**src/rtl/core/json_string_unescape_utf8_core_defines.svh**
```systemverilog
// Assertion macros shared by the JSON string unescaper RTL.
// Needs clk and rst_n in scope at the point of use.
`ifndef JSON_STRING_UNESCAPE_UTF8_CORE_DEFINES_SVH
`define JSON_STRING_UNESCAPE_UTF8_CORE_DEFINES_SVH

// Same-cycle implication, checked out of reset
`define JSU_ASSERT_NOW(label, ante, cons, msg) \
  label: assert property (@(posedge clk) disable iff (!rst_n) (ante) |-> (cons)) \
    else $error(msg);

// Next-cycle implication, checked out of reset
`define JSU_ASSERT_NEXT(label, ante, cons, msg) \
  label: assert property (@(posedge clk) disable iff (!rst_n) (ante) |=> (cons)) \
    else $error(msg);

`endif

```
**src/rtl/core/jsu_pkg.sv**
```systemverilog
// Shared types for the JSON string unescaper: result kinds and queue entry.
// No dependencies.
package jsu_pkg;

  // Kind of one result item
  typedef enum logic [1:0] {
    KIND_BYTE = 2'd0,
    KIND_DONE = 2'd1,
    KIND_ERR  = 2'd2
  } kind_t;

  localparam int unsigned MAX_BYTES = 4;

  // Everything one input byte produces: up to four UTF-8 bytes, then
  // optionally a done or error marker.
  typedef struct packed {
    logic [MAX_BYTES-1:0][7:0] bytes;   // bytes[0] goes out first
    logic [2:0]                nbytes;  // 0..4
    logic                      has_tail;
    kind_t                     tail_kind;
  } entry_t;

endpackage

```
**src/rtl/core/jsu_front.sv**
```systemverilog
// Front end: accepts raw bytes, runs the escape parser and builds at most one
// queue entry per byte. Depends on jsu_pkg.
module jsu_front (
  input  logic            clk,
  input  logic            rst_n,
  input  logic            in_fire,
  input  logic [7:0]      in_byte,
  input  logic            in_end,
  output logic            push,
  output jsu_pkg::entry_t push_data
);

  typedef enum logic [2:0] {
    M_IDLE = 3'd0,
    M_STR  = 3'd1,
    M_ESC  = 3'd2,
    M_HEX1 = 3'd3,
    M_WBS  = 3'd4,
    M_WU   = 3'd5,
    M_HEX2 = 3'd6
  } mode_t;

  localparam logic [7:0] CH_QUOTE = 8'h22;
  localparam logic [7:0] CH_BSL   = 8'h5C;
  localparam logic [7:0] CH_SLASH = 8'h2F;
  localparam logic [7:0] CH_U     = 8'h75;

  mode_t        mode_r, mode_nxt;
  logic [1:0]   cnt_r, cnt_nxt;
  logic [15:0]  acc_r, acc_nxt;
  logic [9:0]   hs_r, hs_nxt;

  // Hex digit decode; bit 4 set means not a hex digit
  function automatic logic [4:0] hex_val(input logic [7:0] c);
    logic [4:0] v;
    v = 5'h10;
    if (c >= 8'h30 && c <= 8'h39) v = {1'b0, c[3:0]};
    else if ((c >= 8'h61 && c <= 8'h66) || (c >= 8'h41 && c <= 8'h46))
      v = {1'b0, c[3:0] + 4'd9};
    return v;
  endfunction

  // UTF-8 encoder for a code point up to 0x10FFFF
  function automatic jsu_pkg::entry_t utf8(input logic [20:0] cp);
    jsu_pkg::entry_t e;
    e = '0;
    e.tail_kind = jsu_pkg::KIND_BYTE;
    if (cp < 21'h80) begin
      e.bytes[0] = cp[7:0];
      e.nbytes   = 3'd1;
    end else if (cp < 21'h800) begin
      e.bytes[0] = {3'b110, cp[10:6]};
      e.bytes[1] = {2'b10, cp[5:0]};
      e.nbytes   = 3'd2;
    end else if (cp < 21'h10000) begin
      e.bytes[0] = {4'b1110, cp[15:12]};
      e.bytes[1] = {2'b10, cp[11:6]};
      e.bytes[2] = {2'b10, cp[5:0]};
      e.nbytes   = 3'd3;
    end else begin
      e.bytes[0] = {5'b11110, cp[20:18]};
      e.bytes[1] = {2'b10, cp[17:12]};
      e.bytes[2] = {2'b10, cp[11:6]};
      e.bytes[3] = {2'b10, cp[5:0]};
      e.nbytes   = 3'd4;
    end
    return e;
  endfunction

  logic [4:0]      nib;
  logic            nib_ok;
  logic [15:0]     acc_dig;
  logic            quad_done;
  logic [10:0]     plane;
  jsu_pkg::entry_t ent;

  assign nib       = hex_val(in_byte);
  assign nib_ok    = !nib[4];
  assign acc_dig   = {acc_r[11:0], nib[3:0]};
  assign quad_done = nib_ok && (cnt_r == 2'd3);
  assign plane     = {1'b0, hs_r} + 11'h040;

  // Parser next state and entry build
  always_comb begin
    mode_nxt = mode_r;
    cnt_nxt  = cnt_r;
    acc_nxt  = acc_r;
    hs_nxt   = hs_r;
    ent      = '0;
    ent.tail_kind = jsu_pkg::KIND_BYTE;

    unique case (mode_r) inside
      M_STR: begin
        if (in_byte == CH_QUOTE) begin
          ent.has_tail  = 1'b1;
          ent.tail_kind = jsu_pkg::KIND_DONE;
          mode_nxt      = M_IDLE;
        end else if (in_byte == CH_BSL) begin
          mode_nxt = M_ESC;
        end else if (in_byte < 8'h20) begin
          ent.has_tail  = 1'b1;
          ent.tail_kind = jsu_pkg::KIND_ERR;
          mode_nxt      = M_IDLE;
        end else begin
          ent.bytes[0] = in_byte;
          ent.nbytes   = 3'd1;
        end
      end
      M_ESC: begin
        mode_nxt   = M_STR;
        ent.nbytes = 3'd1;
        unique case (in_byte) inside
          CH_QUOTE, CH_BSL, CH_SLASH: ent.bytes[0] = in_byte;
          8'h62: ent.bytes[0] = 8'h08;
          8'h66: ent.bytes[0] = 8'h0C;
          8'h6E: ent.bytes[0] = 8'h0A;
          8'h72: ent.bytes[0] = 8'h0D;
          8'h74: ent.bytes[0] = 8'h09;
          CH_U: begin
            ent.nbytes = 3'd0;
            mode_nxt   = M_HEX1;
            cnt_nxt    = 2'd0;
            acc_nxt    = 16'h0;
          end
          default: begin
            ent.nbytes    = 3'd0;
            ent.has_tail  = 1'b1;
            ent.tail_kind = jsu_pkg::KIND_ERR;
            mode_nxt      = M_IDLE;
          end
        endcase
      end
      M_HEX1, M_HEX2: begin
        if (!nib_ok) begin
          ent.has_tail  = 1'b1;
          ent.tail_kind = jsu_pkg::KIND_ERR;
          mode_nxt      = M_IDLE;
        end else begin
          acc_nxt = acc_dig;
          cnt_nxt = cnt_r + 2'd1;
          if (quad_done) begin
            if (mode_r == M_HEX1) begin
              // lone low surrogate is an error, a high one waits for its pair
              if (acc_dig[15:10] == 6'b110111) begin
                ent.has_tail  = 1'b1;
                ent.tail_kind = jsu_pkg::KIND_ERR;
                mode_nxt      = M_IDLE;
              end else if (acc_dig[15:10] == 6'b110110) begin
                hs_nxt   = acc_dig[9:0];
                mode_nxt = M_WBS;
              end else begin
                ent      = utf8({5'b0, acc_dig});
                mode_nxt = M_STR;
              end
            end else begin
              if (acc_dig[15:10] != 6'b110111) begin
                ent.has_tail  = 1'b1;
                ent.tail_kind = jsu_pkg::KIND_ERR;
                mode_nxt      = M_IDLE;
              end else begin
                ent      = utf8({plane, acc_dig[9:0]});
                mode_nxt = M_STR;
              end
            end
          end
        end
      end
      M_WBS: begin
        if (in_byte == CH_BSL) begin
          mode_nxt = M_WU;
        end else begin
          ent.has_tail  = 1'b1;
          ent.tail_kind = jsu_pkg::KIND_ERR;
          mode_nxt      = M_IDLE;
        end
      end
      M_WU: begin
        if (in_byte == CH_U) begin
          mode_nxt = M_HEX2;
          cnt_nxt  = 2'd0;
          acc_nxt  = 16'h0;
        end else begin
          ent.has_tail  = 1'b1;
          ent.tail_kind = jsu_pkg::KIND_ERR;
          mode_nxt      = M_IDLE;
        end
      end
      default: begin
        // idle: only an opening quote is accepted
        if (in_byte == CH_QUOTE) begin
          mode_nxt = M_STR;
        end else begin
          ent.has_tail  = 1'b1;
          ent.tail_kind = jsu_pkg::KIND_ERR;
          mode_nxt      = M_IDLE;
        end
      end
    endcase

    // end of text while a string is still open
    if (in_end && mode_nxt != M_IDLE) begin
      ent.has_tail  = 1'b1;
      ent.tail_kind = jsu_pkg::KIND_ERR;
      mode_nxt      = M_IDLE;
    end
  end

  assign push      = in_fire && (ent.nbytes != 3'd0 || ent.has_tail);
  assign push_data = ent;

  // Parser state
  always_ff @(posedge clk) begin
    if (!rst_n) begin
      mode_r <= M_IDLE;
      cnt_r  <= 2'd0;
      acc_r  <= 16'h0;
      hs_r   <= 10'h0;
    end else if (in_fire) begin
      mode_r <= mode_nxt;
      cnt_r  <= cnt_nxt;
      acc_r  <= acc_nxt;
      hs_r   <= hs_nxt;
    end
  end

endmodule

```
**src/rtl/core/jsu_queue.sv**
```systemverilog
// Small FIFO of parsed entries between the front and back ends.
// Depends on jsu_pkg and the shared assertion macros.
`include "json_string_unescape_utf8_core_defines.svh"

module jsu_queue #(
  parameter int unsigned DEPTH = 4
) (
  input  logic            clk,
  input  logic            rst_n,
  input  logic            push,
  input  jsu_pkg::entry_t push_data,
  input  logic            pop,
  output jsu_pkg::entry_t pop_data,
  output logic            full,
  output logic            empty
);

  localparam int unsigned PTR_W = (DEPTH > 1) ? $clog2(DEPTH) : 1;
  localparam int unsigned CNT_W = $clog2(DEPTH + 1);

  jsu_pkg::entry_t mem_r [DEPTH];
  logic [PTR_W-1:0] wr_r, rd_r;
  logic [CNT_W-1:0] count_r;

  assign full     = (count_r == CNT_W'(DEPTH));
  assign empty    = (count_r == '0);
  assign pop_data = mem_r[rd_r];

  // Storage
  always_ff @(posedge clk) begin
    if (push) mem_r[wr_r] <= push_data;
  end

  // Pointers and fill count
  always_ff @(posedge clk) begin
    if (!rst_n) begin
      wr_r    <= '0;
      rd_r    <= '0;
      count_r <= '0;
    end else begin
      if (push) wr_r <= (wr_r == PTR_W'(DEPTH - 1)) ? '0 : wr_r + 1'b1;
      if (pop)  rd_r <= (rd_r == PTR_W'(DEPTH - 1)) ? '0 : rd_r + 1'b1;
      if (push && !pop)      count_r <= count_r + 1'b1;
      else if (pop && !push) count_r <= count_r - 1'b1;
    end
  end

  `JSU_ASSERT_NOW(a_no_overflow, push, !full, "push into a full queue")
  `JSU_ASSERT_NEXT(a_count_up, push && !pop, count_r == $past(count_r) + 1'b1, "count lost a push")

endmodule

```
**src/rtl/core/jsu_back.sv**
```systemverilog
// Back end: walks the head queue entry and sends its result items one per
// cycle while out_tready is high. Depends on jsu_pkg and the shared assertion macros.
`include "json_string_unescape_utf8_core_defines.svh"

module jsu_back (
  input  logic            clk,
  input  logic            rst_n,
  input  logic            q_empty,
  input  jsu_pkg::entry_t q_data,
  output logic            q_pop,
  output logic            out_tvalid,
  input  logic            out_tready,
  output logic [7:0]      out_tdata,
  output logic [1:0]      out_tuser,
  output logic            out_tlast
);

  logic [2:0] idx_r, idx_nxt;
  logic [2:0] total;
  logic       is_byte;
  logic       fire;

  assign total   = q_data.nbytes + {2'b0, q_data.has_tail};
  assign is_byte = (idx_r < q_data.nbytes);

  // Current result item
  assign out_tvalid = !q_empty;
  assign out_tdata  = is_byte ? q_data.bytes[idx_r[1:0]] : 8'h00;
  assign out_tuser  = is_byte ? jsu_pkg::KIND_BYTE : q_data.tail_kind;
  assign out_tlast  = (idx_r == total - 3'd1);

  assign fire    = out_tvalid && out_tready;
  assign q_pop   = fire && out_tlast;
  assign idx_nxt = q_pop ? 3'd0 : idx_r + 3'd1;

  // Position within the head entry
  always_ff @(posedge clk) begin
    if (!rst_n) begin
      idx_r <= 3'd0;
    end else if (fire) begin
      idx_r <= idx_nxt;
    end
  end

  `JSU_ASSERT_NOW(a_marker_last, out_tvalid && !is_byte, out_tlast, "done or error not last")
  `JSU_ASSERT_NEXT(a_entry_continues, fire && !out_tlast, out_tvalid, "entry dropped mid way")

endmodule

```
**src/rtl/core/json_string_unescape_utf8_core.sv**
```systemverilog
// JSON string unescaper: raw bytes in, UTF-8 bytes plus done/error items out.
// A taken byte's entry, if it makes one, is written into the entry queue;
// results leave from the queue head. Throughput: one input byte per cycle in
// while the queue is not full; results leave one per cycle while out_tready is
// high. The entry queue absorbs the difference; in_tready drops only when full.
// Reset: synchronous, active low; parser returns to idle, queue empties.
module json_string_unescape_utf8_core #(
  parameter int unsigned QUEUE_DEPTH = 4
) (
  input  logic       clk,
  input  logic       rst_n,
  input  logic       in_tvalid,
  output logic       in_tready,
  input  logic [7:0] in_tdata,   // [7:0] in_byte
  input  logic       in_tlast,   // in_end
  output logic       out_tvalid,
  input  logic       out_tready,
  output logic [7:0] out_tdata,  // [7:0] out_byte
  output logic [1:0] out_tuser,  // [1:0] out_kind
  output logic       out_tlast   // out_last
);

  logic            q_full, q_empty, q_push, q_pop;
  jsu_pkg::entry_t q_wdata, q_rdata;

  assign in_tready = !q_full;

  jsu_front u_front (
    .clk       (clk),
    .rst_n     (rst_n),
    .in_fire   (in_tvalid && in_tready),
    .in_byte   (in_tdata),
    .in_end    (in_tlast),
    .push      (q_push),
    .push_data (q_wdata)
  );

  jsu_queue #(
    .DEPTH (QUEUE_DEPTH)
  ) u_queue (
    .clk       (clk),
    .rst_n     (rst_n),
    .push      (q_push),
    .push_data (q_wdata),
    .pop       (q_pop),
    .pop_data  (q_rdata),
    .full      (q_full),
    .empty     (q_empty)
  );

  jsu_back u_back (
    .clk        (clk),
    .rst_n      (rst_n),
    .q_empty    (q_empty),
    .q_data     (q_rdata),
    .q_pop      (q_pop),
    .out_tvalid (out_tvalid),
    .out_tready (out_tready),
    .out_tdata  (out_tdata),
    .out_tuser  (out_tuser),
    .out_tlast  (out_tlast)
  );

endmodule

```
**config.mk**
```make
export PLATFORM = sky130hd
export DESIGN_NAME = json_string_unescape_utf8_core
export DESIGN_NICKNAME = d
export VERILOG_FILES = /design/src/rtl/core/jsu_pkg.sv /design/src/rtl/core/jsu_front.sv /design/src/rtl/core/jsu_queue.sv /design/src/rtl/core/jsu_back.sv /design/src/rtl/core/json_string_unescape_utf8_core.sv
export VERILOG_INCLUDE_DIRS = /design/src /design/src/rtl/core
export SDC_FILE = /design/constraint.sdc
export NUM_CORES = 1
export LEC_CHECK = 0
export BUFFER_PORTS_ARGS = -buffer_cell sky130_fd_sc_hd__buf_4
export CAP_MARGIN = 10
export CELL_PAD_IN_SITES_DETAIL_PLACEMENT = 0
export CELL_PAD_IN_SITES_GLOBAL_PLACEMENT = 1
export CORE_MARGIN = 5
export CORE_UTILIZATION = 45
export CTS_BUF_LIST = sky130_fd_sc_hd__clkbuf_16
export CTS_CLUSTER_SIZE = 40
export DETAILED_ROUTE_END_ITERATION = 8
export GPL_ROUTABILITY_DRIVEN = 0
export PLACE_DENSITY = 0.78
export SLEW_MARGIN = 30
export SYNTH_ARGS = -nofsm -noshare
export SYNTH_HDL_FRONTEND = slang
export SYNTH_HIERARCHICAL = 1
export SYNTH_SLANG_ARGS = --single-unit
```
**constraint.sdc**
```tcl
create_clock -name clk -period 8.8 [get_ports clk]
set_input_delay 2.2 -clock clk [delete_from_list [all_inputs] [get_ports clk]]
set_output_delay 2.2 -clock clk [all_outputs]
set_load 0.02 [all_outputs]
```
==> impl_metrics.py, run 1 <==
metrics = {
    "run_status": {
        "status": "completed",
    },
    "logic_synthesis": {
        "ys_ff_latch": 191,
        "ys_async_sr_fraction": 0,
        "synth_cell_types": 75,
        "synth_area_sq_mm": 0.00943,
        "avgSynthCellArea_sq_um": 13.0,
        "ys.flop_type": "edfxtp_1",
        "ys_seq_area_frac": 0.567,
        "syn_inst": 723,
        "synth_warnings": 6,
        "synth_edf_count": 152,
    },
    "clock_network": {
        "cts.sinks": 191,
        "cts_buffers": 17,
        "post_cts_resized": 0,
        "path_clk_slew_ps": 70,
        "clkLatencyLatePin_ps": 430,
        "cts_tree": "built",
        "cts_setup_buffers": 0,
        "ctsLongestPathBuffers": 2,
        "htree_levels": 4,
        "root_buffer": "clkbuf_16",
        "hold_buffers": 0,
    },
    "sta": {
        "rsz0062_at_grt": "no",
        "fmax_mhz": 171,
        "setup-tns-final_ps": 0,
        "finalCriticalPeriod_ps": 5860,
        "fin_crit_sh": 0.666,
        "finalMaxSlewViolations": 0,
        "finalHoldViolCount": 0,
        "max_slew.worst_pin.slew_ps": 985,
        "slew_headroom": 0.339,
        "final-setup-viol-count": 0,
        "finClkSkew_ps": 10.2,
    },
    "worst_setup_path": {
        "r2r_cells": 12,
        "path_cells": "buf_4 -> or4b_4 -> a211o_1 -> a21oi_4 -> nand2_2 -> a21oi_2 -> nor2_1 -> a31oi_1 -> ha_1 -> inv_1 -> fa_1 -> xor2_1 -> or3_1 -> a21boi_0",
        "rr_endpoint": "u_queue/count_r[2]",
        "crit_family": "compound AO/OA/AOI/OAI gates",
        "cp_max_fo": 20,
        "slowest_delay_ps": 570,
        "worst-path-buf-inv": 2,
        "rrSetupSlack_ps": 4470,
        "r2r_start": "u_front/mode_r[0]",
        "cp-start-kind": "input pin",
        "required_ps": 9150,
        "cp_num_cells": 14,
        "cp_data_arrival_time_ps": 6220,
        "cpMaxStageDelayCell": "a31oi_1",
        "cp-end-kind": "register",
        "path_class": "input pin to register",
    },
    "hold_path": {
        "whs_endpoint": "u_front/cnt_r[1]",
        "hp-class": "register to register",
        "hold_start": "u_front/cnt_r[1]",
        "min_path_cells": 2,
    },
    "detailed_routing": {
        "routed_via_density": 5.92,
        "drcViolationCount": 0,
        "postRouteWirelength_mm": 21.0,
        "initialDrtViolationCount": 703,
        "first_pass_iters": 5,
        "ant_nets": 0,
        "wl_per_cell_um": 20.6,
        "vias": 6041,
    },
    "layout": {
        "final_nets": 763,
        "layout-drive-gt1-share": 0.169,
        "area_growth_pct": 9.66,
        "post-route-util": 0.496,
        "fin_cells": 1020,
        "fillers": 1768,
        "antenna_cells": 0,
    },
    "power_and_ir_drop": {
        "p_total_mw": 2.30,
        "leakage_nw": 3.54,
        "ir_worst_vdd_mv": 0.145,
        "pwr_density_cell_mw_per_mm2": 222,
    },
    "placement": {
        "io_buffers": 25,
        "placed_cells": 988,
        "place_hpwl_mm": 14.2,
    },
    "grt": {
        "grt-ovfl-total": 0,
        "antenna_found_initial": 0,
        "gr-usage-all-layers": 0.183,
        "grt_max_degree": 39,
        "grt_pass1_wl_mm": 34.2,
        "grt_pass1_vias": 5999,
    },
    "floorplan": {
        "die_x_um": 155,
        "core_area_sq_mm": 0.0208,
        "ioPinCount": 26,
        "die_area_sq_mm": 0.0239,
        "num_rows": 53,
        "initial_core_util": 0.453,
        "chipHeight_um": 155,
    },
    "job": {
        "drv_cap": 0,
    },
}
area by class of cell:
cell class | instances | area (sq um) | share of cell area
Clock buffer | 17 | 425 | 0.0412
Clock inverter | 15 | 144 | 0.0139
Inverter | 18 | 67.6 | 0.00654
Multi-Input combinational cell | 475 | 3790 | 0.367
Sequential cell | 191 | 5350 | 0.517
Tap cell | 275 | 344 | 0.0333
Timing Repair Buffer | 29 | 218 | 0.0211
worst register-to-register path, cell delays in order, from the launching register on:
cell and delay (ps):
dfxtp_1 720, nand3_1 480, nand2b_1 480, o211ai_1 160, a21oi_1 200, o2111ai_1 210, a31oi_1 600, ha_1 310
inv_1 60, fa_1 380, xor2_1 160, or3_1 300, a21boi_0 180
where the power goes:
| group | total (mW) | leakage [nW] | switching (mW) | internal (mW) |
|---|---|---|---|---|
| clock | 0.733 | 0.285 | 0.357 | 0.376 |
| sequential | 1.10 | 1.78 | 0.0434 | 1.06 |
| combinational | 0.459 | 1.47 | 0.243 | 0.215 |
registers in the layout (all words and copies together) (netlist names), named ones only:
name	cells
u_front/cnt_r	2
u_front/hs_r	10
u_front/acc_r	12
u_queue/rd_r	2
u_queue/mem_r	152
u_queue/wr_r	2
u_front/mode_r	3
u_back/idx_r	3
u_queue/count_r	3
logic make-up (layout without fill, tap and decap cells):
family | after synthesis | count (layout) | share of synthesized area
buf+inv | 59 | 79 | 0.0330
xor+xnor | 7 | 7 | 0.00889
simple gates | 248 | 248 | 0.138
compound gates | 137 | 137 | 0.101
fa+ha+maj | 18 | 18 | 0.0247
other cells | 1 | 3 | 0.000398
mux | 62 | 62 | 0.127
flops | 191 | 191 | 0.567
synthesized netlist by cell type, drive strengths merged (16+ instances only):
| cell | count | area (sq um) |
|---|---|---|
| edfxtp | 152 | 4560 |
| nor2 | 59 | 224 |
| nand2 | 51 | 196 |
| mux4 | 46 | 1040 |
| dfxtp | 39 | 781 |
| a21oi | 29 | 160 |
| nor2b | 29 | 181 |
| o21ai | 25 | 125 |
| nand3 | 22 | 110 |
| buf | 21 | 169 |
| and2 | 20 | 125 |
| clkbuf | 20 | 75.1 |
| a21boi | 19 | 143 |
| inv | 18 | 67.6 |
| ha | 17 | 213 |
| mux2i | 16 | 160 |
stage by stage:
stage	hold WS (ps)	worst slack, ps	cell area, sq um
finish	490	2940	10300
global route	530	2620	10300
CTS	490	3030	10300
detailed placement	480	2600	9760
global placement	453	2770	9760
floorplan	445	3180	9430
worst max-delay path by stage:
stage	startpoint	end
2_1_floorplan	in_tdata[6]	u_queue/mem_r[0][0]
4_1_cts	in_tdata[3]	u_queue/count_r[2]
5_1_grt	in_tdata[1]	u_queue/count_r[2]
3_5_place_dp	in_tdata[3]	u_queue/count_r[2]
6_report	in_tdata[3]	u_queue/count_r[2]
3_3_place_gp	in_tdata[3]	u_queue/count_r[2]
cell usage in the layout (no fill, tap or decap), drive strengths merged, types with 3 or more instances in the layout:
cell type and n:
a211oi 3, a21boi 19, a21o 5, a21oi 29, a221oi 3, a22oi 7
a31oi 5, and2 20, and3 6, buf 29, clkbuf 17, clkinv 6
conb 3, dfxtp 39, edfxtp 152, ha 17, inv 27, mux2i 16
mux4 46, nand2 51, nand2b 8, nand3 22, nand3b 5, nand4 4
nor2 59, nor2b 29, nor3 14, nor3b 9, nor4 4, o2111ai 3
o21a 5, o21ai 25, o221ai 5, o22ai 4, or3 6, xor2 6
layer usage:
metal | share of wire | GRT usage | up-vias
met1 | 0.45 | 0.260 | 3019
met3 | 0.052 | 0.0420 | 37
li1 | - | - | 2793
met4 | 0.024 | 0.0585 | 0
met5 | 0 | 0 | -
met2 | 0.48 | 0.283 | 192
Power figures use the tool's default switching activity.
==> inputs of run 2 (changes only) <==
==> constraint.sdc (replaced) <==
create_clock -name clk -period 5.55 [get_ports clk]
set_input_delay 1.3875 -clock clk [delete_from_list [all_inputs] [get_ports clk]]
set_output_delay 1.3875 -clock clk [all_outputs]
set_load 0.02 [all_outputs]
==> impl_metrics.py, run 2 (synthesis results as in run 1) <==
metrics = {
    "run_status": {
        "status": "completed",
    },
    "worst_setup_path": {
        "path_cells": "buf_4 -> inv_1 -> ha_1 -> o21bai_1 -> a2111o_1 -> a21oi_4 -> nand2_2 -> a21oi_2 -> nor2_1 -> a31oi_1 -> buf_4 -> ha_1 -> inv_1 -> fa_1 -> xor2_1 -> or3_1 -> a21boi_0",
        "cp-start-kind": "input pin",
        "path_class": "input pin to register",
        "crit_family": "compound AO/OA/AOI/OAI gates",
        "cp-end-kind": "register",
        "cpMaxStageDelayCell": "a2111o_1",
        "rr_endpoint": "u_queue/count_r[2]",
        "r2r_cells": 13,
        "worst-path-buf-inv": 4,
        "r2r_start": "u_front/mode_r[0]",
        "rrSetupSlack_ps": 1610,
        "cp_data_arrival_time_ps": 4930,
        "slowest_delay_ps": 510,
        "crit_start": "in_tdata[1]",
        "cp_max_fo": 9,
        "required_ps": 5900,
    },
    "sta": {
        "finClkSkew_ps": 11.1,
        "finalCriticalPeriod_ps": 4570,
        "finalHoldViolCount": 0,
        "finalMaxSlewViolations": 0,
        "slew_headroom": 0.441,
        "hold_ws_ps": 480,
        "final-setup-viol-count": 0,
        "fin_crit_sh": 0.824,
        "max_slew.worst_pin.slew_ps": 817,
        "rsz0062_at_grt": "no",
        "setup_ws_ps": 977,
        "setup-tns-final_ps": 0,
        "fmax_mhz": 219,
    },
    "hold_path": {
        "hold_start": "u_front/cnt_r[1]",
        "min_path_cells": 2,
        "whs_endpoint": "u_front/cnt_r[1]",
        "hp-class": "register to register",
    },
    "detailed_routing": {
        "wl_per_cell_um": 21.2,
        "drcViolationCount": 0,
        "postRouteWirelength_mm": 21.8,
        "initialDrtViolationCount": 683,
        "routed_via_density": 5.97,
        "vias": 6133,
        "ant_nets": 0,
        "first_pass_iters": 5,
    },
    "floorplan": {
        "die_area_sq_mm": 0.0239,
        "initial_core_util": 0.453,
        "core_area_sq_mm": 0.0208,
        "ioPinCount": 26,
        "num_rows": 53,
        "die_x_um": 155,
        "chipHeight_um": 155,
    },
    "placement": {
        "io_buffers": 25,
        "pre_cts_slack_ps": 623,
        "place_hpwl_mm": 14.5,
    },
    "grt": {
        "met1_usage": 0.260,
        "antenna_found_initial": 0,
        "gr-usage-all-layers": 0.185,
        "grtUsageMet2": 0.305,
        "grt_pass1_vias": 6153,
        "grtUsageMet3": 0.0319,
        "grt.busiest_layer": "met2",
        "grt-ovfl-total": 0,
        "grt_max_degree": 39,
        "grt_pass1_wl_mm": 34.6,
    },
    "layout": {
        "reg.largest.list": "u_queue/mem_r: 152 flops, u_front/acc_r: 12 flops, u_front/hs_r: 10 flops",
        "layout-drive-gt1-share": 0.178,
        "largest_reg_flops": 152,
        "final_cell_mix": "edfxtp_1, nor2_1, nand2_1",
        "antenna_cells": 0,
        "final_nets": 770,
        "largest_register": "u_queue/mem_r",
        "final_common_cell": "edfxtp_1",
        "post-route-util": 0.500,
        "area_growth_pct": 10.4,
    },
    "power_and_ir_drop": {
        "pwr_density_cell_mw_per_mm2": 356,
        "switchingPower_mw": 1.03,
        "ir_worst_vdd_mv": 0.225,
        "combPwrFrac": 0.196,
        "seqPwrFrac": 0.478,
        "power.share.switching": 0.279,
        "leakage_nw": 3.57,
        "p_total_mw": 3.70,
        "pwr-share-clk": 0.326,
        "internal-power_mw": 2.67,
    },
    "job": {
        "drv_cap": 0,
    },
    "clock_network": {
        "hold_buffers": 0,
        "path_clk_slew_ps": 70,
        "cts_tree": "built",
        "htree_levels": 4,
        "clkLatencyLatePin_ps": 430,
        "cts_buffers": 17,
        "post_cts_resized": 0,
        "ctsLongestPathBuffers": 2,
        "root_buffer": "clkbuf_16",
        "cts.sinks": 191,
        "cts_setup_buffers": 0,
    },
}
[run 2: worst register-to-register path, stage by stage, from the launching register on]
cell and delay (ps):
dfxtp_1 730, nand3_1 480, nand2b_1 480, o211ai_1 160, a21oi_1 200, o2111ai_1 210, a31oi_1 200, buf_4 170
ha_1 190, inv_1 60, fa_1 370, xor2_1 150, or3_1 300, a21boi_0 160
[run 2: power by group through the flow]
stage               clock [mW]  sequential (mW)  combinational, mW
floorplan                    0             1.75              0.553
global placement             0             1.79              0.715
detailed placement           0             1.80              0.735
CTS                       1.23             1.77              0.739
global route              1.29             1.79              0.781
finish                    1.21             1.77              0.724
[run 2: final cells by class]
cell class | count | area [sq um]
well taps | 275 | 344
fillers | 1823 | 10400
inverters | 18 | 67.6
clock buffers | 17 | 425
flip-flops and latches | 191 | 5350
multi-input cells | 475 | 3790
repair buffers | 36 | 270
clock inverters | 15 | 166
[run 2: layer usage]
metal / vias to the layer above / routed length, um
li1: 2807 / -
met1: 3062 / 9670
met2: 228 / 10700
met3: 36 / 1130
met4: 0 / 268
met5: - / 0
[run 2: how the worst max path moves through the flow]
stage,end,slack [ps],cells after the start
global route,out_tdata[3],760,5
global placement,u_queue/count_r[2],740,15
CTS,out_tdata[3],890,5
finish,u_queue/count_r[2],980,17
detailed placement,u_queue/count_r[2],620,17
floorplan,u_queue/mem_r[0][0],740,9
[run 2: stage by stage]
stage | cell area (sq um) | std cells
CTS | 10400 | 1027
floorplan | 9430 | 725
finish | 10400 | 1027
global route | 10400 | 1027
global placement | 9810 | 995
detailed placement | 9810 | 995
==> inputs of run 3 (changes only) <==
--- a/config.mk
+++ b/config.mk
@@ -16,7 +16,7 @@
 export CTS_CLUSTER_SIZE = 40
 export DETAILED_ROUTE_END_ITERATION = 8
 export GPL_ROUTABILITY_DRIVEN = 0
-export PLACE_DENSITY = 0.78
+export PLACE_DENSITY = 0.81
 export SLEW_MARGIN = 30
 export SYNTH_ARGS = -nofsm -noshare
 export SYNTH_HDL_FRONTEND = slang
==> constraint.sdc (replaced) <==
create_clock -name clk -period 3.72 [get_ports clk]
set_input_delay 0.93 -clock clk [delete_from_list [all_inputs] [get_ports clk]]
set_output_delay 0.93 -clock clk [all_outputs]
set_load 0.02 [all_outputs]
==> impl_metrics.py, run 3 (synthesis results as in run 1) <==
metrics = {
    "detailed_routing": {
        "postRouteWirelength_mm": 22.0,
        "first_pass_iters": 6,
        "initialDrtViolationCount": 726,
        "ant_nets": 0,
        "vias": 6353,
        "drcViolationCount": 0,
        "routed_via_density": 5.88,
        "wl_per_cell_um": 20.4,
    },
    "clock_network": {
        "cts.sinks": 191,
        "hold_buffers": 0,
        "post_cts_resized": 2,
        "htree_levels": 4,
        "root_buffer": "clkbuf_16",
        "cts_setup_buffers": 0,
        "ctsLongestPathBuffers": 2,
        "cts_buffers": 17,
        "cts_tree": "built",
        "clkLatencyLatePin_ps": 440,
        "path_clk_slew_ps": 70,
    },
    "layout": {
        "post-route-util": 0.524,
        "final_cell_mix": "edfxtp_1, buf_4, nor2_1",
        "largest_reg_flops": 152,
        "area_growth_pct": 15.7,
        "final_nets": 824,
        "fillers": 1737,
        "reg.largest.list": "u_queue/mem_r: 152 flops, u_front/acc_r: 12 flops, u_front/hs_r: 10 flops",
        "largest_register": "u_queue/mem_r",
        "final_common_cell": "edfxtp_1",
        "seq_area_sq_mm": 0.00535,
        "postLayoutCellArea_sq_mm": 0.0109,
        "layout-drive-gt1-share": 0.239,
        "multi_input_area_sq_mm": 0.00383,
        "antenna_cells": 0,
    },
    "job": {
        "drv_cap": 0,
    },
    "worst_setup_path": {
        "cp-end-kind": "output port",
        "cp-start-kind": "register",
        "required_ps": 2790,
        "cp_max_fo": 10,
        "cp_data_arrival_time_ps": 2670,
        "path_class": "register to output port",
    },
    "power_and_ir_drop": {
        "pwr-share-clk": 0.324,
        "seqPwrFrac": 0.472,
        "pwr_density_cell_mw_per_mm2": 501,
        "leakage_nw": 3.74,
        "internal-power_mw": 3.98,
        "combPwrFrac": 0.204,
        "ir_worst_vdd_mv": 0.339,
        "switchingPower_mw": 1.49,
        "power.share.switching": 0.272,
    },
    "grt": {
        "grt-ovfl-total": 0,
        "grt_pass1_vias": 6354,
        "antenna_found_initial": 0,
        "gr-usage-all-layers": 0.188,
        "grt_max_degree": 39,
        "grt_pass1_wl_mm": 35.3,
    },
    "floorplan": {
        "core_area_sq_mm": 0.0208,
        "die_area_sq_mm": 0.0239,
        "num_rows": 53,
        "initial_core_util": 0.453,
        "chipHeight_um": 155,
        "ioPinCount": 26,
        "die_x_um": 155,
    },
    "sta": {
        "fmax_mhz": 277,
        "finalHoldViolCount": 0,
        "finClkSkew_ps": 9.45,
        "final-setup-viol-count": 0,
        "max_slew.worst_pin.slew_ps": 833,
        "finalMaxSlewViolations": 0,
        "finalCriticalPeriod_ps": 3600,
        "fin_crit_sh": 0.969,
        "slew_headroom": 0.438,
        "rsz0062_at_grt": "yes",
    },
    "placement": {
        "place_area_sq_mm": 0.0103,
        "place_hpwl_mm": 15.1,
        "io_buffers": 25,
    },
    "run_status": {
        "status": "completed",
    },
    "hold_path": {
        "hp-class": "register to register",
    },
}
-- run 3: cell count changes in the layout (fill, tap and decap cells not counted), sizes merged --
cell and delta:
buf +54, inv -3, clkinv +2
-- run 3: layer usage --
| layer | GRT usage | vias up | part of all wire |
|---|---|---|---|
| li1 | - | 2922 | - |
| met1 | 0.263 | 3158 | 0.44 |
| met2 | 0.299 | 234 | 0.48 |
| met3 | 0.0453 | 39 | 0.059 |
| met4 | 0.0471 | 0 | 0.019 |
| met5 | 0 | - | 0 |
-- run 3: cell type report --
class / count / area share
Inverter: 18 / 0.00620
Multi-Input combinational cell: 475 / 0.351
Clock buffer: 17 / 0.0390
Tap cell: 275 / 0.0316
Clock inverter: 14 / 0.0140
Timing Repair Buffer: 90 / 0.0677
Sequential cell: 191 / 0.490
-- run 3: path summary, 6_finish.rpt --
| check | depth (start not counted) | slack (ps) | from | to |
|---|---|---|---|---|
| max reg2reg | 14 | 320 | u_front/hs_r[6] | u_queue/count_r[2] |
| max | 7 | 120 | register | out_tuser[0] |
| min reg2reg | 2 | 480 | u_front/cnt_r[1] | u_front/cnt_r[1] |
| min | 2 | 480 | u_front/cnt_r[1] | u_front/cnt_r[1] |
-- run 3: power by group through the flow --
| stage | Sequential (mW) | Combinational [mW] | Clock [mW] |
|---|---|---|---|
| 6_report | 2.58 | 1.11 | 1.77 |
| 5_1_grt | 2.59 | 1.21 | 1.91 |
| 4_1_cts | 2.58 | 1.13 | 1.81 |
| 3_5_place_dp | 2.62 | 1.12 | 0 |
| 3_3_place_gp | 2.61 | 1.10 | 0 |
| 2_1_floorplan | 2.60 | 0.845 | 0 |
-- run 3: worst max-delay path: stages (launching register included) --
cell,delay [ps]
dfxtp_2,490
mux4_2,550
inv_1,110
ha_1,240
a21o_1,160
a21o_2,320
and2_1,200
buf_4,150
-- run 3: metrics by stage --
stage	hold WS [ps]	setup slack, ps	TNS (ps)	std cells	power, mW
after CTS	499	6.66	0	1080	5.52
after detailed placement	489	-183	-360	1049	3.74
after global placement	453	-49.5	-49.5	1049	3.70
final	485	116	0	1080	5.47
after floorplan	445	-148	-148	725	3.45
after global routing	532	-9.34	-9.83	1080	5.71
